===== config.mk =====
export PLATFORM = sky130hd
export DESIGN_NAME = cusum_change_detector_flat
export DESIGN_NICKNAME = d
export VERILOG_FILES = /design/src/design/cusum_pkg.sv /design/src/design/cusum_if.sv /design/src/design/cusum_ctrl.sv /design/src/design/cusum_dp.sv /design/src/design/cusum_change_detector.sv /design/src/flat_wrapper.sv
export SDC_FILE = /design/constraint.sdc
export NUM_CORES = 1
export LEC_CHECK = 0
export ABC_AREA = 0
export BUFFER_PORTS_ARGS = -buffer_cell sky130_fd_sc_hd__buf_2
export CORE_MARGIN = 3
export CORE_UTILIZATION = 38
export DETAILED_ROUTE_END_ITERATION = 10
export HOLD_SLACK_MARGIN = 0.12
export PLACE_DENSITY = 0.57
export SLEW_MARGIN = 20
export SYNTH_ARGS = -nofsm -noshare
export SYNTH_HDL_FRONTEND = slang
export SYNTH_SLANG_ARGS = --single-unit

===== constraint.sdc =====
create_clock -name i_clk -period 5.38 [get_ports i_clk]
set_input_delay 1.076 -clock i_clk [delete_from_list [all_inputs] [get_ports i_clk]]
set_output_delay 1.076 -clock i_clk [all_outputs]
set_load 0.1 [all_outputs]

===== src/design/cusum_pkg.sv =====
`default_nettype none
// ----------------------------------------------------------------------------
// cusum_pkg
// Shared types and constants for the two-sided CUSUM change detector.
// ----------------------------------------------------------------------------
package cusum_pkg;

    // Fixed field widths
    localparam int DATA_W       = 32;
    localparam int FUNC_W       = 2;
    localparam int CFG_IDX_W    = 1;
    localparam int FRAC_BITS_DEF = 16;

    // Divider: 33-bit magnitude of (sample - mean), one quotient bit per cycle
    localparam int DIV_STEPS    = DATA_W + 1;
    localparam int DIV_CNT_W    = $clog2(DIV_STEPS);

    // Command codes carried by the func field
    localparam logic [FUNC_W-1:0] FUNC_OBSERVE = 2'd0;
    localparam logic [FUNC_W-1:0] FUNC_RESET   = 2'd1;
    localparam logic [FUNC_W-1:0] FUNC_CLEAR   = 2'd2;

    // Configuration register indexes
    localparam logic [CFG_IDX_W-1:0] CFG_THRESHOLD = 1'd0;
    localparam logic [CFG_IDX_W-1:0] CFG_DRIFT     = 1'd1;

    // Controller to datapath commands
    typedef struct packed {
        logic load;      // capture a new item
        logic prep;      // form |sample - mean| and arm the divider
        logic div_step;  // one restoring division step
        logic mean;      // apply signed quotient to the mean
        logic sums;      // update both cumulative sums
        logic emit;      // load the result register
    } t_cmd;

    // Datapath to controller status
    typedef struct packed {
        logic is_observe;
        logic div_done;
        logic out_free;
    } t_stat;

endpackage : cusum_pkg
`default_nettype wire


===== src/design/cusum_if.sv =====
`default_nettype none
// ----------------------------------------------------------------------------
// cusum_if
// Valid/ready channel interfaces: sample input, result output, config write.
// ----------------------------------------------------------------------------
interface cusum_in_if import cusum_pkg::*; ();
    logic                     valid;
    logic                     ready;
    logic [FUNC_W-1:0]        func;
    logic signed [DATA_W-1:0] sample;

    modport source (output valid, func, sample, input ready);
    modport sink   (input valid, func, sample, output ready);
endinterface : cusum_in_if

interface cusum_out_if import cusum_pkg::*; ();
    logic              valid;
    logic              ready;
    logic              alarm;
    logic [DATA_W-1:0] pos_sum;
    logic [DATA_W-1:0] neg_sum;

    modport source (output valid, alarm, pos_sum, neg_sum, input ready);
    modport sink   (input valid, alarm, pos_sum, neg_sum, output ready);
endinterface : cusum_out_if

interface cusum_cfg_if import cusum_pkg::*; ();
    logic                 valid;
    logic                 ready;
    logic [CFG_IDX_W-1:0] index;
    logic [DATA_W-1:0]    data;

    modport source (output valid, index, data, input ready);
    modport sink   (input valid, index, data, output ready);
endinterface : cusum_cfg_if
`default_nettype wire


===== src/design/cusum_ctrl.sv =====
`default_nettype none
// ----------------------------------------------------------------------------
// cusum_ctrl
// Sequencer: accept, divide, update mean and sums (observe items only), then hand off the result.
// ----------------------------------------------------------------------------
module cusum_ctrl
    import cusum_pkg::*;
(
    input  wire    i_clk,
    input  wire    i_rst_n,
    input  wire    i_in_valid,
    output logic   o_in_ready,
    input  t_stat  i_stat,
    output t_cmd   o_cmd
);

    typedef enum logic [5:0] {
        S_IDLE = 6'b000001,
        S_PREP = 6'b000010,
        S_DIV  = 6'b000100,
        S_MEAN = 6'b001000,
        S_SUM  = 6'b010000,
        S_EMIT = 6'b100000
    } t_state;

    t_state r_state, n_state;

    // Next state and commands
    always_comb begin
        n_state    = r_state;
        o_cmd      = '0;
        o_in_ready = 1'b0;
        case (r_state)
            S_IDLE: begin
                o_in_ready = 1'b1;
                if (i_in_valid) begin
                    o_cmd.load = 1'b1;
                    n_state    = S_PREP;
                end
            end
            S_PREP: begin
                // non-observe commands go straight to the result
                if (i_stat.is_observe) begin
                    o_cmd.prep = 1'b1;
                    n_state    = S_DIV;
                end else begin
                    n_state    = S_EMIT;
                end
            end
            S_DIV: begin
                o_cmd.div_step = 1'b1;
                if (i_stat.div_done) begin
                    n_state = S_MEAN;
                end
            end
            S_MEAN: begin
                o_cmd.mean = 1'b1;
                n_state    = S_SUM;
            end
            S_SUM: begin
                o_cmd.sums = 1'b1;
                n_state    = S_EMIT;
            end
            S_EMIT: begin
                if (i_stat.out_free) begin
                    o_cmd.emit = 1'b1;
                    n_state    = S_IDLE;
                end
            end
            default: begin
                n_state = S_IDLE;
            end
        endcase
    end

    // State register
    always_ff @(posedge i_clk) begin
        if (!i_rst_n) begin
            r_state <= S_IDLE;
        end else begin
            r_state <= n_state;
        end
    end

endmodule : cusum_ctrl
`default_nettype wire


===== src/design/cusum_dp.sv =====
`default_nettype none
// ----------------------------------------------------------------------------
// cusum_dp
// Datapath: config registers, running mean and count, serial divider,
// cumulative sums and the result register.
// ----------------------------------------------------------------------------
module cusum_dp
    import cusum_pkg::*;
#(
    parameter int FRAC_BITS = FRAC_BITS_DEF
) (
    input  wire                      i_clk,
    input  wire                      i_rst_n,
    // command / status
    input  t_cmd                     i_cmd,
    output t_stat                    o_stat,
    // input item payload
    input  wire [FUNC_W-1:0]         i_func,
    input  wire signed [DATA_W-1:0]  i_sample,
    // configuration writes
    input  wire                      i_cfg_we,
    input  wire [CFG_IDX_W-1:0]      i_cfg_index,
    input  wire [DATA_W-1:0]         i_cfg_data,
    // result
    output logic                     o_out_valid,
    input  wire                      i_out_ready,
    output logic                     o_alarm,
    output logic [DATA_W-1:0]        o_pos_sum,
    output logic [DATA_W-1:0]        o_neg_sum
);

    localparam logic [DATA_W-1:0] ThrReset   = DATA_W'(64'd5 << FRAC_BITS);
    localparam logic [DATA_W-1:0] DriftReset = DATA_W'((64'd1 << FRAC_BITS) >> 1);
    localparam logic [DATA_W-1:0] CountMax   = '1;
    localparam int                SumW       = DATA_W + 3;

    // Config and persistent state
    logic [DATA_W-1:0]        r_thr;
    logic [DATA_W-1:0]        r_drift;
    logic [DATA_W-1:0]        r_count;
    logic signed [DATA_W-1:0] r_mean;
    logic [DATA_W-1:0]        r_up;
    logic [DATA_W-1:0]        r_dn;
    logic                     r_out_valid;

    // Per-item payload
    logic [FUNC_W-1:0]        r_func;
    logic signed [DATA_W-1:0] r_sample;
    logic [DATA_W:0]          r_quo;   // dividend in, quotient out
    logic [DATA_W-1:0]        r_rem;
    logic                     r_neg;
    logic [DIV_CNT_W-1:0]     r_div_cnt;

    // Combinational terms
    logic signed [DATA_W:0]   diff;
    logic [DATA_W:0]          rem_sh;
    logic [DATA_W+1:0]        trial;
    logic signed [DATA_W+1:0] q_signed;
    logic signed [DATA_W+1:0] mean_new;
    logic signed [DATA_W:0]   z;
    logic signed [SumW-1:0]   up_t;
    logic signed [SumW-1:0]   dn_t;
    logic                     zero_sums;
    logic [DATA_W-1:0]        up_res;
    logic [DATA_W-1:0]        dn_res;

    function automatic logic [DATA_W-1:0] clip_sum(input logic signed [SumW-1:0] v);
        logic [DATA_W-1:0] res;
        if (v[SumW-1]) begin
            res = '0;
        end else if (v[SumW-2:DATA_W] != '0) begin
            res = '1;
        end else begin
            res = v[DATA_W-1:0];
        end
        return res;
    endfunction

    // Difference to the mean, restoring division step
    always_comb begin
        diff   = {r_sample[DATA_W-1], r_sample} - {r_mean[DATA_W-1], r_mean};
        rem_sh = {r_rem, r_quo[DATA_W]};
        trial  = {1'b0, rem_sh} - {2'b00, r_count};
    end

    // Mean and sum updates
    always_comb begin
        q_signed = r_neg ? -$signed({1'b0, r_quo}) : $signed({1'b0, r_quo});
        mean_new = {{2{r_mean[DATA_W-1]}}, r_mean} + q_signed;
        z        = {r_sample[DATA_W-1], r_sample} - {r_mean[DATA_W-1], r_mean};
        up_t     = $signed({3'b000, r_up}) + {{2{z[DATA_W]}}, z}
                 - $signed({3'b000, r_drift});
        dn_t     = $signed({3'b000, r_dn}) - {{2{z[DATA_W]}}, z}
                 - $signed({3'b000, r_drift});
    end

    // Result values; reset and clear show zeroed sums
    always_comb begin
        zero_sums = (r_func == FUNC_RESET) || (r_func == FUNC_CLEAR);
        up_res    = zero_sums ? '0 : r_up;
        dn_res    = zero_sums ? '0 : r_dn;
    end

    // Status
    always_comb begin
        o_stat.is_observe = (r_func == FUNC_OBSERVE);
        o_stat.div_done   = (r_div_cnt == DIV_CNT_W'(DIV_STEPS - 1));
        o_stat.out_free   = !r_out_valid || i_out_ready;
    end

    // Config registers
    always_ff @(posedge i_clk) begin
        if (!i_rst_n) begin
            r_thr   <= ThrReset;
            r_drift <= DriftReset;
        end else if (i_cfg_we) begin
            case (i_cfg_index)
                CFG_THRESHOLD: r_thr   <= i_cfg_data;
                CFG_DRIFT:     r_drift <= i_cfg_data;
                default: ;
            endcase
        end
    end

    // Persistent detector state
    always_ff @(posedge i_clk) begin
        if (!i_rst_n) begin
            r_count <= '0;
            r_mean  <= '0;
            r_up    <= '0;
            r_dn    <= '0;
        end else begin
            if (i_cmd.load && (i_func == FUNC_OBSERVE) && (r_count != CountMax)) begin
                r_count <= r_count + DATA_W'(1);
            end
            if (i_cmd.mean) begin
                r_mean <= mean_new[DATA_W-1:0];
            end
            if (i_cmd.sums) begin
                r_up <= clip_sum(up_t);
                r_dn <= clip_sum(dn_t);
            end
            if (i_cmd.emit && zero_sums) begin
                r_up <= '0;
                r_dn <= '0;
            end
            if (i_cmd.emit && (r_func == FUNC_CLEAR)) begin
                r_count <= '0;
                r_mean  <= '0;
            end
        end
    end

    // Item capture and serial divider
    always_ff @(posedge i_clk) begin
        if (i_cmd.load) begin
            r_func   <= i_func;
            r_sample <= i_sample;
        end
        if (i_cmd.prep) begin
            r_neg     <= diff[DATA_W];
            r_quo     <= diff[DATA_W] ? $unsigned(-diff) : $unsigned(diff);
            r_rem     <= '0;
            r_div_cnt <= '0;
        end
        if (i_cmd.div_step) begin
            r_div_cnt <= r_div_cnt + DIV_CNT_W'(1);
            if (trial[DATA_W+1]) begin
                r_rem <= rem_sh[DATA_W-1:0];
                r_quo <= {r_quo[DATA_W-1:0], 1'b0};
            end else begin
                r_rem <= trial[DATA_W-1:0];
                r_quo <= {r_quo[DATA_W-1:0], 1'b1};
            end
        end
    end

    // Result register
    always_ff @(posedge i_clk) begin
        if (!i_rst_n) begin
            r_out_valid <= 1'b0;
        end else if (i_cmd.emit) begin
            r_out_valid <= 1'b1;
        end else if (i_out_ready) begin
            r_out_valid <= 1'b0;
        end
    end

    always_ff @(posedge i_clk) begin
        if (i_cmd.emit) begin
            o_alarm   <= (up_res > r_thr) || (dn_res > r_thr);
            o_pos_sum <= up_res;
            o_neg_sum <= dn_res;
        end
    end

    assign o_out_valid = r_out_valid;

endmodule : cusum_dp
`default_nettype wire


===== src/design/cusum_change_detector.sv =====
// Sequence: an accepted observe item goes through prep, 33 divider steps,
//   mean, sums and the result load; reset, clear and unused commands go
//   from prep straight to the load. The divider yields one quotient bit
//   per cycle. No item is taken before the load; a waiting result stalls it.
// Reset: synchronous active-low i_rst_n zeroes mean, count and sums and
//   restores threshold 5.0 and drift 0.5 in the current fixed-point format.
`default_nettype none
// ----------------------------------------------------------------------------
// cusum_change_detector
// Two-sided CUSUM change detector with a running-mean reference level.
// ----------------------------------------------------------------------------
module cusum_change_detector
    import cusum_pkg::*;
#(
    parameter int FRAC_BITS = FRAC_BITS_DEF
) (
    input  wire          i_clk,
    input  wire          i_rst_n,
    cusum_in_if.sink     i_in,
    cusum_out_if.source  o_out,
    cusum_cfg_if.sink    i_cfg
);

    t_cmd  cmd;
    t_stat stat;
    logic  in_ready;

    // Configuration port never stalls
    assign i_cfg.ready = 1'b1;
    assign i_in.ready  = in_ready;

    // Sequencer
    cusum_ctrl u_ctrl (
        .i_clk      (i_clk),
        .i_rst_n    (i_rst_n),
        .i_in_valid (i_in.valid),
        .o_in_ready (in_ready),
        .i_stat     (stat),
        .o_cmd      (cmd)
    );

    // Datapath
    cusum_dp #(
        .FRAC_BITS (FRAC_BITS)
    ) u_dp (
        .i_clk       (i_clk),
        .i_rst_n     (i_rst_n),
        .i_cmd       (cmd),
        .o_stat      (stat),
        .i_func      (i_in.func),
        .i_sample    (i_in.sample),
        .i_cfg_we    (i_cfg.valid),
        .i_cfg_index (i_cfg.index),
        .i_cfg_data  (i_cfg.data),
        .o_out_valid (o_out.valid),
        .i_out_ready (o_out.ready),
        .o_alarm     (o_out.alarm),
        .o_pos_sum   (o_out.pos_sum),
        .o_neg_sum   (o_out.neg_sum)
    );

`ifndef SYNTHESIS
    // An accepted item blocks the input until its result is loaded
    a_busy_after_accept: assert property (@(posedge i_clk) disable iff (!i_rst_n)
        (i_in.valid && in_ready) |=> !in_ready)
        else $error("input ready right after an accepted item");

    // Zero sums can never exceed the threshold
    a_no_alarm_at_zero: assert property (@(posedge i_clk) disable iff (!i_rst_n)
        (o_out.valid && (o_out.pos_sum == '0) && (o_out.neg_sum == '0)) |-> !o_out.alarm)
        else $error("alarm raised with both sums zero");

    // A result only appears from the emit command
    a_emit_source: assert property (@(posedge i_clk) disable iff (!i_rst_n)
        $rose(o_out.valid) |-> $past(cmd.emit))
        else $error("result valid without an emit command");
`endif

endmodule : cusum_change_detector
`default_nettype wire


===== src/flat_wrapper.sv =====
// flat-port wrapper written by rule: the top's interface ports become plain ports
module cusum_change_detector_flat import cusum_pkg::*;
#(
    parameter int FRAC_BITS = FRAC_BITS_DEF
)
  (i_clk, i_rst_n, i_in_valid, i_in_func, i_in_sample, i_in_ready, o_out_valid, o_out_alarm, o_out_pos_sum, o_out_neg_sum, o_out_ready, i_cfg_valid, i_cfg_index, i_cfg_data, i_cfg_ready);
  cusum_in_if i_in_i ();
  cusum_out_if o_out_i ();
  cusum_cfg_if i_cfg_i ();
  input  wire i_clk;
  input  wire i_rst_n;
  input wire logic [$bits(i_in_i.valid)-1:0] i_in_valid;
  input wire logic [$bits(i_in_i.func)-1:0] i_in_func;
  input wire logic [$bits(i_in_i.sample)-1:0] i_in_sample;
  output wire logic [$bits(i_in_i.ready)-1:0] i_in_ready;
  output wire logic [$bits(o_out_i.valid)-1:0] o_out_valid;
  output wire logic [$bits(o_out_i.alarm)-1:0] o_out_alarm;
  output wire logic [$bits(o_out_i.pos_sum)-1:0] o_out_pos_sum;
  output wire logic [$bits(o_out_i.neg_sum)-1:0] o_out_neg_sum;
  input wire logic [$bits(o_out_i.ready)-1:0] o_out_ready;
  input wire logic [$bits(i_cfg_i.valid)-1:0] i_cfg_valid;
  input wire logic [$bits(i_cfg_i.index)-1:0] i_cfg_index;
  input wire logic [$bits(i_cfg_i.data)-1:0] i_cfg_data;
  output wire logic [$bits(i_cfg_i.ready)-1:0] i_cfg_ready;
  assign i_in_i.valid = i_in_valid;
  assign i_in_i.func = i_in_func;
  assign i_in_i.sample = i_in_sample;
  assign i_in_ready = i_in_i.ready;
  assign o_out_valid = o_out_i.valid;
  assign o_out_alarm = o_out_i.alarm;
  assign o_out_pos_sum = o_out_i.pos_sum;
  assign o_out_neg_sum = o_out_i.neg_sum;
  assign o_out_i.ready = o_out_ready;
  assign i_cfg_i.valid = i_cfg_valid;
  assign i_cfg_i.index = i_cfg_index;
  assign i_cfg_i.data = i_cfg_data;
  assign i_cfg_ready = i_cfg_i.ready;
  cusum_change_detector #(.FRAC_BITS(FRAC_BITS)) u_core (.i_clk(i_clk), .i_rst_n(i_rst_n), .i_in(i_in_i), .o_out(o_out_i), .i_cfg(i_cfg_i));
endmodule

=== Word level (Yosys, flattened, before mapping) ===
Cells that the tools add are included.
W data, S select, Z words.

* Flip-flop bits (word level): 370
* Output and inout bits: 68
* Bits of input ports: 72

* Bitwise gates (word level): 2
* Mux-type cells: 33
* Magnitude comparators: 2
* $add $sub $neg: 11
* Reductions and logical operators: 19
* Eq/ne operators: 13

{| class="wikitable"
|+ Operators with widths
! cell !! number
|-
| $mux W32 || 10
|-
| $mux W33 || 3
|-
| $sub A34 B33 Y35 || 2
|-
| $gt A32 B32 Y1 || 2
|-
| $mux W6 || 6
|-
| $pmux W6 S6 || 1
|-
| $add A33 B33 Y34 || 1
|-
| $sub A33 B32 Y34 || 1
|-
| $sub A33 B33 Y34 || 1
|-
| $neg A33 Y33 || 1
|-
| $sub A32 B32 Y33 || 1
|-
| $add A32 B1 Y32 const B || 1
|-
| $add A32 B32 Y32 || 1
|-
| $ne A32 B32 Y1 const B || 1
|-
| $neg A32 Y32 || 1
|-
| $mux W1 || 13
|-
| $eq A6 B6 Y1 const B || 2
|-
| $reduce_bool A2 Y1 || 4
|-
| $add A6 B1 Y6 const B || 1
|-
| $eq A6 B1 Y1 const B || 1
|-
| $eq A6 B2 Y1 const B || 1
|-
| $eq A6 B3 Y1 const B || 1
|-
| $eq A6 B4 Y1 const B || 1
|-
| $eq A6 B5 Y1 const B || 1
|-
| 12 further kinds || 22
|}

=== Depth between registers and ports, before layout ===
* Word-level depth: 6
* Mapped depth: 26
* Gate-level depth less buffers: 24

=== Hierarchy ===
From an unflattened synthesis, not the netlist that was laid out.

* Cells, all modules: 3023
* Area, all modules: 26840.7 um^2

{| class="wikitable"
|+ By module, submodules not included
! module !! times used !! seq. area each (um^2) !! cells an instance !! area each (um^2)
|-
| cusum_dp || 1 || 8998.6 || 2981 || 26480.4
|-
| cusum_ctrl || 1 || 120.1 || 40 || 349.1
|-
| cusum_change_detector || 1 || 0.0 || 2 || 11.3
|}

=== Worst setup path after synthesis ===
Ideal clock, no wire load.

* Path kind: in2reg
* Start point: input port o_out_ready
* End point: register u_core.u_dp.r_up[30]
* Setup time: 122 ps
* Slack: -248 ps
* Data arrival time: 5507 ps
* Cell stages on the path: 7
* Required time: 5258 ps
* Path buffers: 1
* Path through: nand2b_1 nor2b_1 nand2_1 nand2_1 nor2_1 clkbuf_1 a221o_1

{| class="wikitable"
|+ RTL lines
! what !! line !! source
|-
| start, declared || flat_wrapper.sv:20 || <nowiki>input wire logic [$bits(o_out_i.ready)-1:0] o_out_ready;</nowiki>
|-
| end signal, assigned || cusum_dp.sv:140 || <nowiki>r_up <= clip_sum(up_t);</nowiki>
|-
| end, declared || cusum_dp.sv:42 || <nowiki>logic [DATA_W-1:0] r_up;</nowiki>
|}

=== Final worst setup path ===
* Start point: register u_core.u_dp.r_sample[5]
* End point: register u_core.u_dp.r_up[30]

* Longest elaborated chain between the ends: 6

{| class="wikitable"
|+ RTL lines
! what !! line !! source
|-
| start, declared || cusum_dp.sv:48 || <nowiki>logic signed [DATA_W-1:0] r_sample;</nowiki>
|-
| start signal, assigned || cusum_dp.sv:158 || <nowiki>r_sample <= i_sample;</nowiki>
|-
| $sub A32 B32 Y33 * || cusum_dp.sv:90 || <nowiki>z = {r_sample[DATA_W-1], r_sample} - {r_mean[DATA_W-1], r_mean};</nowiki>
|-
| $add A33 B33 Y34 * || cusum_dp.sv:91 || <nowiki>up_t = $signed({3'b000, r_up}) + {{2{z[DATA_W]}}, z}</nowiki>
|-
| $sub A34 B33 Y35 * || cusum_dp.sv:92 || <nowiki>- $signed({3'b000, r_drift});</nowiki>
|-
| $reduce_bool A2 Y1 || cusum_dp.sv:71 || <nowiki>end else if (v[SumW-2:DATA_W] != '0) begin</nowiki>
|-
| $mux W32 || cusum_dp.sv:71 ||
|-
| $mux W32 * || cusum_dp.sv:69 || <nowiki>if (v[SumW-1]) begin</nowiki>
|}

Mark *: on every way between the ends. The rest lies on a longest branch, timed or not.
A chain may end at the register's enable or synchronous reset.

==> reports/results.tsv <==
metric	value	unit
status	finished, final reports clean	
Arrival @ worst endpoint	5.79	ns
first-pass GRT wire length	121.9	mm
number of I/O pins	140	
Detail Placement HPWL	58.49	mm
top cell type's share of synthesized area	19.28	%
Levels on crit path	23	
FF-to-FF Start	u_core.u_dp.r_sample[5]	
post-synthesis sequential area ratio	34.24	%
Pins Over Slew Limit	0	
Critical Path Start Type	flip-flop	
worst reg2reg path depth	23	
first drt pass iteration count	5	
worst-skew pair later-pin latency	0.58	ns
Core Rows	96	
gr ovfl total	0	
relative slew slack	34.52	%
die area	73300	um2
largest cells by area after synthesis	edfxtp_1 19%, dfxtp_1 15%, ha_1 11%, nand2_1 5.2%, fa_1 5.0%	
Power Total	0.009850	W
Critical-path top delay cell	fa_1	
H-tree depth	2	
reg2reg end	u_core.u_dp.r_up[30]	
Period minus WS final	5.326	ns
slew of the pin with the lowest slew margin	0.9787	ns
max-cap viol count	0	
layout cells sized above 1	17.94	%
routed len/inst	17.78	um
Peak Freq	0.1878	GHz
delay of the slowest critical-path stage	0.53	ns
metal2 WL	34.92	mm
vias in the first global route	22110	
Core Box Area	69070	um2
unrepaired setup endpoints after global routing	true	
kind of cell adding the most delay to the critical path	compound AO/OA/AOI/OAI gates	
CP Cell Sequence	ha_4 -> buf_4 -> nand3_1 -> a211oi_1 -> a21oi_4 -> a211oi_2 -> nor2_1 -> xor2_1 -> inv_1 -> fa_1 -> ha_4 -> nand4_1 -> nor3_2 -> or4b_4 -> a31oi_4 -> a31oi_4 -> o31ai_2 -> nand4_1 -> a21oi_2 -> a22oi_2 -> buf_4 -> and2_4 -> a221o_1	
GP Congestion	0.9133	
dpl ws	-0.1962	ns
hold buffer count at cts	0	
largest net degree at the start of global routing	76	
initial antenna violation count	0	
Main synth FF type	dfxtp_1	
met1 WL	38.66	mm
leakage power	13.02	nW
CP Data Required Time	5.84	ns
Yosys reg bits	370	
Worst Setup EP	u_core.u_dp.r_up[30]	
Worst Slack Setup Final	0.05430	ns
CTS Root Cell	clkbuf_16	
Crit Path Class	reg -> reg	
Peak VDD IR	0.2084	mV
Synth Area per Inst	8.514	um2
number of remaining DRC errors	0	
yosys warns	0	
Power Density	302.3	nW/um2
Final Skew	0.02223	ns
Starting Density	38.56	%
antenna diode count	0	
post-layout instance count excluding filler cells	4415	
Post-Route WL	78.50	mm
EDFF count, synth	171	
Post-DP Area	29740	um2
Cells after DPL	4296	
Setup-failing EPs final	0	
Worst-path clk slew	0.06	ns
crit path from	u_core.u_dp.r_sample[5]	
width of the chip	270.7	um
CTS sink cnt	370	
Num CTS Buffers	46	
CP Capture Type	flip-flop	
Worst Hold Class	reg -> reg	
cell accounting for the most synthesized area	edfxtp_1	
R2R setup slack	0.05	ns
Critical path buffers and inverters	3	
Gate Count Post-Synth	3128	
DR top layer	met4	
Via density	5.156	
GRT Overall Usage	20.64	%
IO Port Bufs	138	
Mapped Area	26630	um2
CP Max Fanout	5	
asr flop ratio synth	0	%
Layout Area Growth over Synthesis	22.34	%
Nets	3824	
via count	22770	
Syn Nets	3503	
TritonCTS clock tree	done	
crit share post-route	98.99	%
met3 wire length	3.278	mm
Die H	270.7	um
Post-DRT Antenna Nets	0	
Post-Layout Inst Area	32580	um2
clk buf depth	3	
Distinct cells, synth	83	
initial drt markers	1357	
Final Hold Viols	0	
cell type report:
class | count | area, um2
clock buffer | 56 | 1281
multi-input combinational | 2361 | 16990
fill | 6784 | 36480
sequential | 370 | 9124
inverter | 292 | 1096
timing repair buffer | 378 | 2666
clock inverter | 27 | 264.0
tap | 931 | 1165
worst min-delay path: stages, from the launching register on:
cell and delay, ns:
dfxtp_1 0.31, nand2_1 0.05, nand2_1 0.04
sequential cells by signal, summed over array words and instances (netlist names), 2 cells and up:
register,count
u_core.u_dp.r_up,32
u_core.u_dp.o_neg_sum,32
u_core.u_dp.r_dn,32
u_core.u_dp.r_count,32
u_core.u_dp.r_func,2
u_core.u_dp.r_thr,32
u_core.u_dp.r_drift,32
u_core.u_dp.r_div_cnt,6
u_core.u_ctrl.r_state,6
u_core.u_dp.r_sample,32
u_core.u_dp.r_rem,32
u_core.u_dp.o_pos_sum,32
u_core.u_dp.r_quo,33
u_core.u_dp.r_mean,32
worst min-delay path by stage:
| stage | start | end | slack, ns | cells past startpoint |
|---|---|---|---|---|
| final | u_core.u_dp.r_up[17] | u_core.u_dp.r_up[17] | 0.44 | 2 |
| after global routing | u_core.u_dp.r_dn[19] | u_core.u_dp.r_dn[19] | 0.46 | 2 |
| after CTS | u_core.u_dp.r_up[17] | u_core.u_dp.r_up[17] | 0.44 | 2 |
| after detailed placement | u_core.u_dp.r_up[17] | u_core.u_dp.r_up[17] | 0.43 | 2 |
| after global placement | u_core.u_dp.r_up[17] | u_core.u_dp.r_up[17] | 0.42 | 2 |
| after floorplan | u_core.u_dp.r_up[17] | u_core.u_dp.r_up[17] | 0.42 | 2 |
cells in the final DEF (no fill, tap or decap), drive strengths merged, types with 8 or more instances in the layout:
cell	synthesis	routed
buf	2	374
nand2	372	372
nor2	306	306
inv	292	295
a21oi	251	251
ha	237	237
dfxtp	199	199
o21ai	188	188
edfxtp	171	171
xnor2	146	146
a21boi	69	69
a21o	67	67
fa	66	66
nor2b	66	66
clkbuf	103	60
xor2	59	59
nor3	53	53
nand3	50	50
nand2b	40	40
o21a	40	40
a211oi	38	38
nand4	37	37
o31ai	28	28
o21bai	22	22
a31oi	22	22
or3	17	17
o31a	13	13
clkinv	0	13
o211ai	12	12
nor4	12	12
and3	12	12
or4	10	10
o22ai	9	9
nor3b	9	9
or2	9	9
a211o	8	8
synth_stat cells (13+ instances only):
| library cell | count |
|---|---|
| nand4_1 | 37 |
| dfxtp_1 | 199 |
| inv_1 | 292 |
| nand2_1 | 372 |
| fa_1 | 66 |
| o21bai_1 | 22 |
| o21ai_1 | 26 |
| a21oi_1 | 250 |
| nand3_1 | 50 |
| nor2_1 | 306 |
| a211oi_1 | 38 |
| a21boi_0 | 67 |
| o21ai_0 | 162 |
| edfxtp_1 | 171 |
| nor2b_1 | 66 |
| nand2b_1 | 40 |
| o21a_1 | 40 |
| clkbuf_1 | 103 |
| o31a_1 | 13 |
| or3_1 | 15 |
| a21o_1 | 67 |
| a31oi_1 | 22 |
| o31ai_1 | 27 |
| xor2_1 | 59 |
| nor3_1 | 52 |
| ha_1 | 237 |
| xnor2_1 | 145 |
metal layers:
| layer | vias up | track usage [%] |
|---|---|---|
| met5 | - | 0 |
| met4 | 0 | 4.287 |
| met3 | 94 | 2.368 |
| met2 | 402 | 33.23 |
| met1 | 10720 | 29.87 |
| li1 | 11550 | - |
per-stage QoR:
step | hold slack (ns) | utilization (%) | TNS (ns)
2_1_floorplan | 0.4156 | - | 0
3_3_place_gp | 0.4241 | 43.06 | -2.531
3_5_place_dp | 0.4301 | 43.06 | -6.898
4_1_cts | 0.4378 | 45.67 | -0.01737
5_1_grt | 0.4635 | 47.18 | -7.230
6_report | 0.4350 | 47.18 | 0
power by group:
part	internal (W)	switching, W
sequential	0.00301	0.0000457
clock	0.00189	0.00131
combinational	0.00163	0.00197
total	0.00653	0.00332
what timing repair did:
item,CTS,global route
cloned,1,6
endpoints found under the setup margin,64,69
gates resized for setup,34,201
buffers inserted,10,21
pin swaps,16,59
kinds of logic after synthesis:
logic type                 synth area share (%)
AOI/OAI and AO/OA                         19.86
other                                   0.01408
xor gates and xnor gates                  6.770
muxes                                    0.1550
adders and majority gates                 16.10
and+or+nand+nor                           17.25
DFF                                       34.24
buffers and inverters                     5.614
Note: power is estimated with default switching activity, not from simulation.
